[src/hdl/rdl_pkg.sv]
`default_nettype none

package rdl_pkg;

  // item opcodes; the fourth code is ignored
  typedef enum logic [1:0] {
    OP_WRITE_REC = 2'd0,
    OP_WRITE_OFF = 2'd1,
    OP_LOOKUP    = 2'd2
  } op_t;

  // lookup result codes
  typedef enum logic [1:0] {
    STS_OK         = 2'd0,
    STS_NOT_FOUND  = 2'd1,
    STS_BAD_INDEX  = 2'd2,
    STS_BAD_EXTENT = 2'd3
  } status_t;

  // configuration register indexes
  typedef enum logic [2:0] {
    CFG_RECORD_COUNT = 3'd0,
    CFG_OFFSET_COUNT = 3'd1,
    CFG_DATA_START   = 3'd2,
    CFG_DATA_END     = 3'd3,
    CFG_FILE_SIZE    = 3'd4
  } cfg_reg_t;

  // sequencer states
  typedef enum logic [1:0] {
    ST_IDLE,
    ST_SCAN,
    ST_CHECK
  } state_t;

  // one stored resource record
  typedef struct packed {
    logic [15:0] rtype;
    logic [15:0] id;
    logic [15:0] index;
  } rec_t;

  // lookup key, broadcast to every cell
  typedef struct packed {
    logic [15:0] rtype;
    logic [15:0] id;
    logic        any;
  } key_t;

  // token handed from cell to cell
  typedef struct packed {
    logic        valid;
    logic        found;
    logic [15:0] idx;
  } tok_t;

  // settings the extent check works from
  typedef struct packed {
    logic [31:0] base_off;
    logic [31:0] end_lim;
    logic [31:0] file_size;
    logic [16:0] noff;
  } ext_cfg_t;

  // one result item
  typedef struct packed {
    status_t     status;
    logic [31:0] start;
    logic [31:0] size;
  } res_t;

endpackage

`default_nettype wire

[src/hdl/rdl_cell.sv]
`default_nettype none

module rdl_cell
  import rdl_pkg::*;
(
  input  wire logic clk,
  input  wire logic rst_n,
  input  wire logic wr_en,
  input  wire rec_t wr_rec,
  input  wire logic active,
  input  wire key_t key,
  input  wire tok_t tok_in,
  output tok_t      tok_out
);

  rec_t rec_r;
  tok_t tok_r;
  tok_t tok_nxt;
  logic hit;

  // record storage
  always_ff @(posedge clk) begin
    if (wr_en) begin
      rec_r <= wr_rec;
    end
  end

  // compare against the broadcast key
  assign hit = active && (rec_r.id == key.id) && (key.any || (rec_r.rtype == key.rtype));

  // first match claims the token, later cells pass it on
  always_comb begin
    tok_nxt = tok_in;
    if (tok_in.valid && !tok_in.found && hit) begin
      tok_nxt.found = 1'b1;
      tok_nxt.idx   = rec_r.index;
    end
  end

  always_ff @(posedge clk) begin
    if (!rst_n) begin
      tok_r <= '0;
    end else begin
      tok_r <= tok_nxt;
    end
  end

  assign tok_out = tok_r;

endmodule

`default_nettype wire

[config.mk]
export PLATFORM = sky130hd
export DESIGN_NAME = rdl_cell
export DESIGN_NICKNAME = d
export VERILOG_FILES = /design/src/hdl/rdl_pkg.sv /design/src/hdl/rdl_cell.sv
export SDC_FILE = /design/constraint.sdc
export NUM_CORES = 1
export LEC_CHECK = 0
export ABC_AREA = 1
export BUFFER_PORTS_ARGS = -buffer_cell sky130_fd_sc_hd__buf_2
export CAP_MARGIN = 25
export CORE_ASPECT_RATIO = 0.7
export CORE_MARGIN = 2
export CORE_UTILIZATION = 51
export DETAILED_ROUTE_END_ITERATION = 12
export GPL_ROUTABILITY_DRIVEN = 0
export PLACE_DENSITY = 0.86
export REMOVE_ABC_BUFFERS = 1
export SYNTH_ARGS = -nofsm -noshare
export SYNTH_HDL_FRONTEND = slang
export SYNTH_SLANG_ARGS = --single-unit
[constraint.sdc]
create_clock -name clk -period 3.84 [get_ports clk]
set_input_delay 0.576 -clock clk [delete_from_list [all_inputs] [get_ports clk]]
set_output_delay 0.576 -clock clk [all_outputs]
set_load 0.01 [all_outputs]
==> impl_summary.md <==
Status
The flow ran to the end, and the final reports show no timing, DRC or antenna violations.

Setup path
The launching element type of the critical path is a flop. The worst setup path is captured at a flop. Data on the critical path is required at its endpoint by a little over 4000 ps. The worst setup path is of the flop to flop kind. The critical path crosses 10 cells after its start point. The cell with the largest stage delay on the worst path is sky130_fd_sc_hd__nand2_2. The worst register-to-register path ends at tok_out[2]. Walking the worst path, the cells encountered are nor2_1 -> nor2_1 -> nor2_1 -> nand2_1 -> nor2_1 -> nand2_1 -> nand2_2 -> nand3_1 -> nand2_1 -> nor2_1. The biggest cell delay along the critical path is 450 ps.

The data arrival time of the critical path is 2060 ps. Among cell families on the critical path, the largest total delay comes from simple AND/OR/NAND/NOR gates. The source of the worst register-to-register timing path is rec_r[32]. The cell with the most instances on the worst path is sky130_fd_sc_hd__nor2_1. Across all register-to-register paths, the minimum setup slack is 2000 ps.

Measured in cells, the most critical reg-to-reg path has a length of 10. Along the worst path, the maximum fanout reaches 33. The critical path contains buffers and inverters numbering 0 combined.

STA
The transition time at the pin with the least slew margin is about 630 ps. Dividing the final minimum period by the clock period gives between 40% and 50%. For this run, the top clock speed supported by timing is approximately 0.54 GHz.

The final max-slew violation count is 0. The worst pin sits at a relative slew slack of 58.3%. Setup violations remaining at the end of the flow were counted as 0. The setup TNS is 0 ps. The final worst hold slack is 420 ps. The clock period could shrink to 1840 ps.

The final setup skew is ~6.2 ps. The count of endpoints failing hold in the final timing report is 0. Setup repair after global routing left no endpoint under its margin.

Die
For this design the top-level I/O count stands at 121. The die covers ~0.0062 mm². For this configuration, the core starts out at a cell density of between 50% and 60%. The floorplan step set the die height to between 60 and 70 µm. After floorplanning, the core was divided into 22 placement rows. The region available for standard cell placement spans about 0.0053 mm².

The width of the chip is just over 90 µm.

Synthesis
Sequential cells were found to cover ~63% of the synthesized design area. Sorting the synthesized cells by area gives the leading types as sky130_fd_sc_hd__edfxtp_1 51%, sky130_fd_sc_hd__dfxtp_1 13%, sky130_fd_sc_hd__nand2_1 9.2%. The synthesized netlist occupies a cell area of 0.00285 mm². The mean area per synthesized cell is between 9 and 10 µm². In this run, synthesis inferred 48 flip-flops with an integrated enable. Summed over all instances, the cell type with the most area after synthesis is sky130_fd_sc_hd__edfxtp_1.

The post-synthesis async set-or-reset flop share is 0%. The synthesized netlist contains 22 unique library cells. The top cell type by area accounts for 50.6% of the synthesized area. Among all flip-flop cells after synthesis, the most frequent one is sky130_fd_sc_hd__edfxtp_1. The Yosys step of the flow raised 0 warnings. The most common cell in the netlist is sky130_fd_sc_hd__nand2_1.

The count of mapped cells out of synthesis is between 200 and 300. After synthesis the netlist holds a flip-flop and latch count of between 60 and 70. Sorting the synthesized cells by how often they occur yields 70 x sky130_fd_sc_hd__nand2_1, 53 x sky130_fd_sc_hd__inv_1, 48 x sky130_fd_sc_hd__edfxtp_1.

Clocking
The number of post-CTS setup repair buffers is 0. The number of buffers inserted during clock tree synthesis is 9. The root buffer cell chosen for the clock tree is sky130_fd_sc_hd__clkbuf_8. In this run the deepest clock path goes through 2 buffers.

The hold-fix buffer count after cts is 0. The maximum level of the CTS H-tree is 3. The clock edge transition at the registers on the reported setup and hold paths is roughly 60 ps. The post-cts resize count is 0. TritonCTS built the clock tree.

The clock latency of the later-clocked register in the worst-skew pair is 330 ps. The number of sinks on the clock net is 66.

Cells and area
The repair_antennas step left the layout with diodes totalling 0. At the end of the flow, the number of nets in the layout was ~520. The finished cells cover between 0.003 and 0.004 mm². Of the cells placed in the final design, the portion with a size suffix greater than 1 is about a third. The growth of design area from synthesis to finish is 29.3%. For this run, the number of standard cells in the final layout without fillers is about 500.

Routing
The total wirelength of the detailed-routed design is approximately 5.5 mm. The total iterations of the first detailed-routing run is 4. The post-detailed-route via-to-cell ratio is about 4.5. The number of antenna-violating nets in the routed design is 0. After detailed routing, the average wire length per cell comes to ~11 µm. After detailed routing, the number of remaining DRC violations is 0.

After the first detailed-routing iteration, the DRC count stood at 33. The via count is about 2200.

Power
VDD sags by at most 0.239 mV. The static leakage is about 0.0019 µW. The total power per unit cell area is approximately 410 mW/mm².

GRT
The total grt overflow is 0. The first-pass GRT wire length is roughly 8.6 mm. Global routing used around a fifth of the available tracks across all layers. The initial antenna violation count is 0. The via count of the first global-routing pass is approximately 2100. The maximum number of pins on one net before global-route repair is 49.

Min path
In this run the most critical hold path is launched from wr_rec[38]. The capture endpoint of the worst hold path is rec_r[38]. Along the worst hold path, the cell count comes to 1.

The worst min-delay path class is primary input to flop.

Place
The placed instances occupy a cell area of around 0.0035 mm². In this run the tool buffered the top-level ports with between 100 and 150 buffer cells. The placed wire-length estimate after detailed placement is 4.14 mm. The post-placement cell count is ~480.

Run
The reported max-cap violation count is 0.
routing by layer:
metal | global-route usage (%) | part of all wire (%) | vias to the layer above
met2 | 34.1 | 48 | 86
met4 | 8.64 | 1.7 | 0
met5 | 0 | 0 | -
met3 | 9.62 | 11 | 11
met1 | 17.8 | 40 | 976
li1 | - | - | 1171
logic make-up after synthesis:
| family | synth area share, % |
|---|---|
| simple gates | 20.6 |
| buf+inv | 9.27 |
| xor+xnor | 3.38 |
| flops | 63.2 |
| compound gates | 3.56 |
how the worst max path moves through the flow:
stage / from / endpoint / slack [ps]
5_1_grt: rec_r[32] / tok_out[6] / 1730
3_5_place_dp: key[27] / tok_out[2] / 1770
2_1_floorplan: key[19] / tok_out[10] / 2190
6_report: rec_r[32] / tok_out[2] / 2000
3_3_place_gp: key[27] / tok_out[14] / 1790
4_1_cts: rec_r[32] / tok_out[2] / 2000
cells in the final DEF, fill, tap and decap left out, drive strengths merged:
| master | count |
|---|---|
| xor2 | 8 |
| a21oi | 17 |
| xnor2 | 3 |
| clkbuf | 14 |
| inv | 53 |
| or2 | 1 |
| clkinv | 2 |
| o21ai | 1 |
| nand4 | 1 |
| buf | 121 |
| dfxtp | 18 |
| nand2 | 72 |
| nor2 | 49 |
| edfxtp | 48 |
| nand3 | 18 |
through the flow:
stage / power [µW] / util [%] / worst slack [ps]
after floorplan: 923 / - / 2190
after global placement: 1000 / 65.4 / 1790
after detailed placement: 1010 / 65.4 / 1770
after CTS: 1530 / 68.8 / 2000
after global routing: 1590 / 69.4 / 1730
final: 1510 / 69.4 / 2000
cell type report:
type,instances,area (µm²)
Inverter,53,199
Clock buffer,14,173
Fill cell,417,1630
Clock inverter,2,10.0
Multi-Input combinational cell,170,783
Tap cell,72,90.1
Sequential cell,66,1800
Timing Repair Buffer,121,628
flip-flops by register name (all words and copies together), names as in the netlist:
signal   flops
tok_out     18
rec_r       48
where the power goes:
| group | internal (µW) | switching, µW |
|---|---|---|
| registers | 820 | 18.2 |
| logic | 78.8 | 83.3 |
| clock network | 286 | 228 |
| total | 1180 | 330 |
(Power assumes the default switching activity.)
